`config.mk`:
```
export PLATFORM = sky130hd
export DESIGN_NAME = gcda_sqrt
export DESIGN_NICKNAME = d
export VERILOG_FILES = /design/src/hw/rtl/great_circle_distance_azimuth_assert.svh /design/src/hw/rtl/gcda_sqrt.sv
export SDC_FILE = /design/constraint.sdc
export NUM_CORES = 1
export LEC_CHECK = 0
export ABC_AREA = 1
export BUFFER_PORTS_ARGS = -buffer_cell sky130_fd_sc_hd__buf_2
export CORE_ASPECT_RATIO = 2
export CORE_MARGIN = 4
export CORE_UTILIZATION = 54
export DETAILED_ROUTE_END_ITERATION = 8
export HOLD_SLACK_MARGIN = 0.15
export PLACE_DENSITY_LB_ADDON = 0.1
export SLEW_MARGIN = 40
export SYNTH_ARGS = -nofsm -noshare
export SYNTH_HDL_FRONTEND = slang
export SYNTH_SLANG_ARGS = --single-unit
```
`constraint.sdc`:
```
create_clock -name clock -period 2.71 [get_ports clock]
set_input_delay 0 -clock clock [delete_from_list [all_inputs] [get_ports clock]]
set_output_delay 0 -clock clock [all_outputs]
set_load 0.05 [all_outputs]
```
`src/hw/rtl/great_circle_distance_azimuth_assert.svh`:
```
// Assertion macros for the great circle block. Clock and reset are the
// ports of the module that uses them.
`ifndef GREAT_CIRCLE_DISTANCE_AZIMUTH_ASSERT_SVH
`define GREAT_CIRCLE_DISTANCE_AZIMUTH_ASSERT_SVH

`ifndef SYNTHESIS
`define GCDA_ASSERT_IMPL(lbl, ante, cons) \
   lbl: assert property (@(posedge clock) disable iff (reset) (ante) |-> (cons)) \
      else $error("gcda: same-cycle check failed");
`define GCDA_ASSERT_NEXT(lbl, ante, cons) \
   lbl: assert property (@(posedge clock) disable iff (reset) (ante) |=> (cons)) \
      else $error("gcda: next-cycle check failed");
`else
`define GCDA_ASSERT_IMPL(lbl, ante, cons)
`define GCDA_ASSERT_NEXT(lbl, ante, cons)
`endif

`endif

```
`src/hw/rtl/gcda_sqrt.sv`:
```
module gcda_sqrt #(
   parameter int OUT_W  = 17,
   parameter int IN_W   = 34,
   parameter int SIDE_W = 1
) (
   input  logic              clock,
   input  logic              reset,
   input  logic              en,
   input  logic              in_valid,
   input  logic [IN_W-1:0]   in_val,
   input  logic [SIDE_W-1:0] in_side,
   output logic              out_valid,
   output logic [OUT_W-1:0]  out_root,
   output logic [SIDE_W-1:0] out_side
);
   localparam int TW = 2 * OUT_W + 1;

   logic              v_ff    [OUT_W];
   logic [IN_W-1:0]   rem_ff  [OUT_W];
   logic [OUT_W-1:0]  root_ff [OUT_W];
   logic [SIDE_W-1:0] side_ff [OUT_W];

   // Each stage settles one root bit, most significant first, keeping the
   // remainder value minus root squared.
   for (genvar k = 0; k < OUT_W; k++) begin : g_stage
      localparam int B = OUT_W - 1 - k;
      logic              pv;
      logic [IN_W-1:0]   prem, rem_in;
      logic [OUT_W-1:0]  proot, root_in;
      logic [SIDE_W-1:0] ps;
      logic [TW-1:0]     trial;

      if (k == 0) begin : g_first
         assign pv    = in_valid;
         assign prem  = in_val;
         assign proot = '0;
         assign ps    = in_side;
      end else begin : g_next
         assign pv    = v_ff[k-1];
         assign prem  = rem_ff[k-1];
         assign proot = root_ff[k-1];
         assign ps    = side_ff[k-1];
      end

      always_comb begin
         trial = (TW'(proot) << (B + 1)) | (TW'(1) << (2 * B));
         if (TW'(prem) >= trial) begin
            rem_in  = IN_W'(TW'(prem) - trial);
            root_in = proot | (OUT_W'(1) << B);
         end else begin
            rem_in  = prem;
            root_in = proot;
         end
      end

      always_ff @(posedge clock) begin
         if (reset) begin
            v_ff[k] <= 1'b0;
         end else if (en) begin
            v_ff[k] <= pv;
         end
      end

      always_ff @(posedge clock) begin
         if (en) begin
            rem_ff[k]  <= rem_in;
            root_ff[k] <= root_in;
            side_ff[k] <= ps;
         end
      end
   end

   assign out_valid = v_ff[OUT_W-1];
   assign out_root  = root_ff[OUT_W-1];
   assign out_side  = side_ff[OUT_W-1];

endmodule

```
Yosys cells after proc, flatten, opt, wreduce, memory -nomap -nowiden:

Memory sizes are Yosys's and may differ from the RTL's.
Index checks and enable logic that the tools add are counted.

* reduce and logical (&&, ||, !) cells: 0
* equality and inequality tests: 0
* $mul: 0
* bitwise logic cells: 17
* order comparisons: 17
* shifts and indexed selects: 0
* multiplexer cells: 57
* div/mod/pow operators: 0
* add/subtract/negate cells: 17

Operator list (count)
* $mux 34: 17
* $ge 34x18->1: 1
* $ge 34x19->1: 1
* $ge 34x20->1: 1
* $ge 34x21->1: 1
* $ge 34x22->1: 1
* $ge 34x23->1: 1
* $ge 34x24->1: 1
* $ge 34x25->1: 1
* $ge 34x26->1: 1
* $ge 34x27->1: 1
* $ge 34x28->1: 1
* $ge 34x29->1: 1
* $ge 34x30->1: 1
* $ge 34x31->1: 1
* $ge 34x32->1: 1
* $ge 34x33->1: 1
* $ge 34x33->1 const B: 1
* $sub 34x18->34: 1
* $sub 34x19->34: 1
* $sub 34x20->34: 1
* $sub 34x21->34: 1
* $sub 34x22->34: 1
* $sub 34x23->34: 1
* other kinds (29): 68

* register bits: 0
* bits in read-only memories: 0
* latch bits: 0
* memories kept: 4
* output and inout port bits: 19
* bits in writable memories: 901

Memory list
* rem_ff: depth 17, width 34, read ports 16, clocked after Yosys merged registers in 0, write ports 17, RTL line gcda_sqrt.sv:19 `logic [IN_W-1:0] rem_ff [OUT_W];`
* root_ff: depth 17, width 17, read ports 17, clocked after Yosys merged registers in 0, write ports 17, RTL line gcda_sqrt.sv:20 `logic [OUT_W-1:0] root_ff [OUT_W];`
* side_ff: depth 17, width 1, read ports 17, clocked after Yosys merged registers in 0, write ports 17, RTL line gcda_sqrt.sv:21 `logic [SIDE_W-1:0] side_ff [OUT_W];`
* v_ff: depth 17, width 1, read ports 17, clocked after Yosys merged registers in 0, write ports 17, RTL line gcda_sqrt.sv:18 `logic v_ff [OUT_W];`

Depth between registers and ports, before layout:

Gate-level depths: netlist (run 1).

* depth in word-level cells: 4
* gate-level depth with buffers: 16

Worst setup path before layout (run 1):

Ideal clock, no wire load.

* path kind: flip-flop to flip-flop
* start point: memory rem_ff[4][25] (netlist: rem_ff[0][161])
* end point: memory rem_ff[5][28] (netlist: rem_ff[0][198]), data pin
* clock period less this slack: 2.025 ns
* data required time: 2.458 ns
* cell stages (with the launch flop): 9
* arrival time: 1.773 ns
* library setup time: 0.252 ns
* setup slack: 0.685 ns
* cells stage by stage: edfxtp_1 ha_1 a21oi_1 nand2_1 a211oi_4 nand2_1 buf_4 nand2_1 nand2_1

RTL lines (RTL line)
* from (decl): gcda_sqrt.sv:19

==> results.yml, run 1 <==
pwr:
  intPower_mw: 22.49
  clkPwrFrac_pct: 29.1
  switchingPower_mw: 11.69
  pwr-share-seq_pct: 44.4
  p_comb_share_pct: 26.5
  switching_share_pct: 34.21
  p_leak_nw: 20.42
  p_total_mw: 34.18
  vdd_drop_max_mv: 0.6990
  powerDensity_nw_per_um2: 741.3
routing:
  drt_pre_antenna_iters: 6
  ant_nets: 0
  avgViaCountPerCell: 5.606
  drc: 0
  dr_total_vias: 31990
  drt_iter0_drc: 2016
  wl_per_cell_um: 25.24
  wirelength_mm: 144.0
final_layout:
  synthToLayoutAreaGrowth_pct: 16.86
  drive_gt1_share_pct: 12.49
  final_net_count: 4934
placement:
  post-place-ws_ps: -432.7
  portBuffers: 57
  dp_hpwl_mm: 109.9
  place_congestion: 1.044
outcome:
  violations: "setup timing"
  outcome: "finished with violations"
setup_path:
  worstSetupPathType: "register to register"
  crit_fanout: 4
  path_delay_family: "simple AND/OR/NAND/NOR gates"
  critPathCaptureType: "register"
  path_cells: "ha_2 -> buf_4 -> nand2_1 -> nor2_1 -> inv_1 -> nor2_1 -> buf_4 -> nand4_1 -> nand3_1 -> nand2_1 -> a21oi_4"
  startpoint_type: "register"
  crit_arrival_ps: 3380
  cpMaxStageDelayCell: "edfxtp_1"
  cpPeakStageDelay_ps: 560
  crit_buf_inv: 3
  rrSetupSlack_ps: -210
  reg2reg_to: "rem_ff[0][435]"
  required_ps: 3170
  r2r_start: "rem_ff[0][393]"
  rr_worst_depth: 11
cts:
  numCtsBuffers: 68
  ctsRootBufferMaster: "clkbuf_16"
  clock_latency_ps: 710
  cts.sinks: 731
  path_clk_slew_ps: 70
  h-tree-depth: 3
  clockBufferDepth: 3
  cts_tree: "done"
worst_hold_path:
  hold_path.startpoint: "side_ff[0][14]"
  hold_depth: 0
  hold_class: "register to register"
  holdPathEnd: "side_ff[0][15]"
grt:
  grt_pass1_wl_mm: 206.8
  grt_pass1_vias: 33680
  overflow: 0
  antenna_found_initial: 7
  track_usage_pct: 37.68
  grt_max_degree: 88
yosys:
  ys_types: 53
  synth.top_cell.area_share_pct: 55.64
  yosys_warnings: 0
  synth_nets: 4501
  synth_top_cell_by_area: "edfxtp_1"
  yosysMostFrequentCell: "nand2_1"
  syn_area_um2: 39450
  synth_cells: 4296
  async_reset_ff_share_pct: 0
  synth-main-ff-cell: "edfxtp_1"
  synth.area.top_cells: "edfxtp_1 (56%), nand2_1 (12%), inv_1 (6.3%), ha_1 (5.3%), nor2_1 (3.9%)"
  synth_common_cells: "nand2_1 (1288), edfxtp_1 (731), inv_1 (661)"
  synth_edf_count: 731
  syn_avg_cell_area_um2: 9.183
  synth-seq-cells: 731
  ys_seq_area_share_pct: 55.64
floorplan:
  start_util_pct: 54.27
  rows: 140
  die_w_um: 199.1
  dieArea_um2: 77710
  io-pin-count: 58
  core_um2: 72690
  die_h_um: 390.3
sta:
  fmax_mhz: 342.5
  setup_slack_ps: -209.8
  tightestPinTransition_ps: 833.9
  rsz0062_at_grt: "yes"
  maxSlewHeadroom_pct: 44.20
  setup_viol: 1
  slew_violations: 0
  finalCriticalPeriod_ps: 2920
  hold_viol: 0
  finClkSkew_ps: 45.61
  period_share_pct: 107.7
flow_run:
  maxCapViolations: 0
[layer usage]
metal	share of wire, %	GRT usage (%)
met1	23	23.86
met2	55	70.99
met3	5.8	10.60
met4	17	46.57
met5	0.022	0
[cell type report]
type / count / area (um2)
Clock buffer: 75 / 1728
Timing Repair Buffer: 395 / 3286
Multi-Input combinational cell: 2860 / 14870
Inverter: 673 / 2536
Clock inverter: 47 / 573.1
Sequential cell: 731 / 21950
Antenna cell: 2 / 5.005
Fill cell: 6095 / 26590
Tap cell: 923 / 1155
[flip-flops by register name, indices dropped and copies added (netlist names)]
| name | flops |
|---|---|
| side_ff | 17 |
| rem_ff | 544 |
| root_ff | 153 |
| v_ff | 17 |
[worst max-delay path by stage]
stage	from	cells past startpoint	slack, ps	end
floorplan	rem_ff[0][161]	8	690	rem_ff[0][198]
global placement	root_ff[0][116]	13	-400	rem_ff[0][256]
detailed placement	rem_ff[0][228]	12	-430	rem_ff[0][256]
CTS	rem_ff[0][228]	12	-10	rem_ff[0][256]
global route	rem_ff[0][393]	11	-150	rem_ff[0][435]
finish	rem_ff[0][393]	11	-210	rem_ff[0][435]
[power by group through the flow]
stage / Combinational, mW / Sequential [mW] / Clock (mW)
2_1_floorplan: 5.05 / 14.9 / 0
3_3_place_gp: 8.45 / 15.3 / 0
3_5_place_dp: 8.48 / 15.3 / 0
4_1_cts: 8.63 / 15.1 / 10.0
5_1_grt: 9.85 / 15.2 / 10.5
6_report: 9.06 / 15.2 / 9.95
[layout by cell type, fill, tap and decap left out, drive strengths merged, types with 2 or more instances in the layout]
cell         count
xor2            93
nand2b           3
dlygate4sd3     76
nand3b          37
nor4            37
buf            319
nor3b            2
nor2b            3
o21a             4
a21boi           2
clkbuf          75
nand2         1309
diode            2
o211ai           5
a21oi          207
a211oi           3
and3             2
edfxtp         731
and2             2
nor3            43
clkinv          34
nand3          259
inv            673
nor2           434
bufinv           6
nand4           72
ha             166
o21bai          13
clkinvlp         7
xnor2           37
o21ai          102
a21o             4
or2             15
[cells by family (layout without fill, tap and decap cells)]
group	count (synthesis)	in the layout	synth area share, %
AOI/OAI and AO/OA	344	344	5.243
xor gates and xnor gates	130	130	2.886
adders and majority gates	166	166	5.265
buffers and inverters	705	1190	7.171
DFF	731	731	55.64
other	0	2	0
and+or+nand+nor	2220	2220	23.80
[what timing repair did]
item | 4_1_cts | 5_1_grt
hold endpoints to repair | 708 | 0
resized for setup | 8 | 40
hold buffers | 76 | 0
gates cloned | 0 | 0
buffers inserted | 0 | 3
pin swaps | 2 | 7
endpoints found under the setup margin | 46 | 66
[stage by stage]
stage | setup TNS [ps] | util (%) | hold slack, ps | instance area [um2] | std cells
finish | -209.8 | 63.42 | 412.1 | 46100 | 5706
global route | -179.2 | 63.41 | 416.8 | 46100 | 5704
CTS | -14.37 | 63.14 | 396.4 | 45900 | 5701
detailed placement | -8490 | 58.89 | 178.1 | 42810 | 5503
global placement | -7373 | 58.89 | 176.2 | 42810 | 5503
floorplan | 0 | - | 98.87 | 39450 | 4296
No activity file was read; power rests on OpenSTA's default activity.
==> run 2: changes to the inputs <==
--- a/config.mk
+++ b/config.mk
@@ -13,6 +13,7 @@
 export DETAILED_ROUTE_END_ITERATION = 8
 export HOLD_SLACK_MARGIN = 0.15
 export PLACE_DENSITY_LB_ADDON = 0.1
+export REMOVE_ABC_BUFFERS = 1
 export SLEW_MARGIN = 40
 export SYNTH_ARGS = -nofsm -noshare
 export SYNTH_HDL_FRONTEND = slang
==> constraint.sdc (replaced) <==
create_clock -name clock -period 2.71 [get_ports clock]
set_input_delay 0.813 -clock clock [delete_from_list [all_inputs] [get_ports clock]]
set_output_delay 0.813 -clock clock [all_outputs]
set_load 0.05 [all_outputs]
==> run 2 against run 1 <==
Compared with the run above: the flow still finishes with violations (setup timing); fmax is 7.7% higher; clock-buffer cell count is 1 higher; sequential share of layout area is 0.84 points higher; final cell count is 1.5% lower; non-clock buffer count is 84 lower; critical path depth is 4 lower; global-route usage is 0.66 points lower; via count is 1.4% lower; sequential power hardly changed; clock skew is 4.3 ps lower; first-iteration DRC count is 4.3% lower.
==> results.yml, run 2 (synthesis gave the netlist of run 1 again) <==
final_layout:
  final_net_count: 4850
  final_cell_mix: "nand2_1 (1280), edfxtp_1 (731), inv_1 (657)"
  reg_top3: "rem_ff (544), root_ff (153)"
  utilization_pct: 62.33
  drive_gt1_share_pct: 12.24
  largest_reg_flops: 544
  synthToLayoutAreaGrowth_pct: 14.84
  top_register: "rem_ff"
  layout_commonest_cell: "nand2_1"
routing:
  wirelength_mm: 139.7
  drt_pre_antenna_iters: 9
  dr_total_vias: 31520
  drc: 0
  ant_nets: 0
  avgViaCountPerCell: 5.609
  drt_iter0_drc: 1930
  wl_per_cell_um: 24.87
sta:
  finalCriticalPeriod_ps: 2712
  rsz0062_at_grt: "yes"
  whs_ps: 291.1
  fmax_mhz: 368.7
  setup_viol: 1
  period_share_pct: 100.1
  maxSlewHeadroom_pct: 50.29
  hold_viol: 0
  tightestPinTransition_ps: 737.9
  setup_slack_ps: -2.234
  finClkSkew_ps: 41.33
  slew_violations: 0
floorplan:
  core_um2: 72690
  die_h_um: 390.3
  dieArea_um2: 77710
  rows: 140
  io-pin-count: 58
  start_util_pct: 54.27
  die_w_um: 199.1
pwr:
  powerDensity_nw_per_um2: 744.7
  p_comb_share_pct: 25.7
  p_leak_nw: 20.07
  switching_share_pct: 33.50
  pwr-share-seq_pct: 44.8
  p_total_mw: 33.74
  switchingPower_mw: 11.30
  vdd_drop_max_mv: 0.9397
  clkPwrFrac_pct: 29.5
  intPower_mw: 22.44
cts:
  ctsRootBufferMaster: "clkbuf_16"
  clockBufferDepth: 3
  cts.sinks: 731
  h-tree-depth: 3
  numCtsBuffers: 68
  path_clk_slew_ps: 70
  cts_tree: "done"
  clock_latency_ps: 690
  ctsHoldBuffers: 0
outcome:
  outcome: "finished with violations"
  violations: "setup timing"
flow_run:
  maxCapViolations: 0
placement:
  dp_hpwl_mm: 109.9
  post-place-ws_ps: -408.8
  place_congestion: 1.090
  portBuffers: 57
grt:
  grt_max_degree: 95
  grt_pass1_wl_mm: 202.7
  overflow: 0
  grt_pass1_vias: 33430
  antenna_found_initial: 7
  track_usage_pct: 37.01
setup_path:
  worstSetupPathType: "register to register"
  required_ps: 3120
  crit_fanout: 4
  critPathCaptureType: "register"
  crit_arrival_ps: 3120
  startpoint_type: "register"
worst_hold_path:
  hold_class: "input pin to register"
[run 2: cell types whose count changed in the layout (fill, tap and decap cells not counted), moves of 5 or more]
cell	change
buf_12	+6
buf_4	-14
clkinv_2	-6
diode_2	+5
dlygate4sd3_1	-76
ha_1	+7
[run 2: critical path, stage by stage (launching register included)]
cell	delay, ps
edfxtp_1	440
ha_1	380
a21oi_1	590
nand2_1	330
nor2_1	430
nand3_1	140
nand3_1	100
nand2_1	60
[run 2: metal layers]
layer / vias up / GRT usage (%) / share of wire [%]
met5: - / 0 / 0.010
met1: 14660 / 22.98 / 23
met2: 1165 / 69.73 / 55
li1: 14860 / - / -
met4: 2 / 45.56 / 17
met3: 839 / 11.24 / 5.6
[run 2: through the flow]
stage / setup TNS (ps) / cell area (um2) / cells
2_1_floorplan: 0 / 39160 / 4264
3_3_place_gp: -5548 / 42800 / 5494
4_1_cts: 0 / 45090 / 5609
5_1_grt: 0 / 45290 / 5613
3_5_place_dp: -5139 / 42800 / 5494
6_report: -2.234 / 45310 / 5620
[run 2: repair_timing]
item | in CTS | in global routing
endpoints found under the setup margin | 17 | 99
resized for setup | 4 | 39
pin swaps | 1 | 8
buffers inserted | 0 | 4
[run 2: power groups by stage]
| stage | Combinational, mW | Clock (mW) | Sequential [mW] |
|---|---|---|---|
| after detailed placement | 8.29 | 0 | 15.3 |
| after global placement | 8.21 | 0 | 15.3 |
| after floorplan | 5.03 | 0 | 14.9 |
| after global routing | 9.46 | 10.6 | 15.2 |
| after CTS | 8.33 | 10.1 | 15.1 |
| final | 8.68 | 9.95 | 15.1 |
[run 2: final timing paths]
check / start / endpoint / slack (ps) / depth (start not counted)
max: rem_ff[0][426] / rem_ff[0][461] / -2 / 7
min: in_val[23] / rem_ff[0][23] / 290 / 1
max reg2reg: rem_ff[0][426] / rem_ff[0][461] / -2 / 7
min reg2reg: side_ff[0][12] / side_ff[0][13] / 420 / 0
[run 2: cell type report]
class	count	area, um2
fill	6281	27390
sequential	731	21950
multi-input combinational	2860	14810
inverter	673	2545
timing repair buffer	311	2540
clock buffer	76	1732
tap	923	1155
clock inverter	39	553.0
antenna	7	17.52
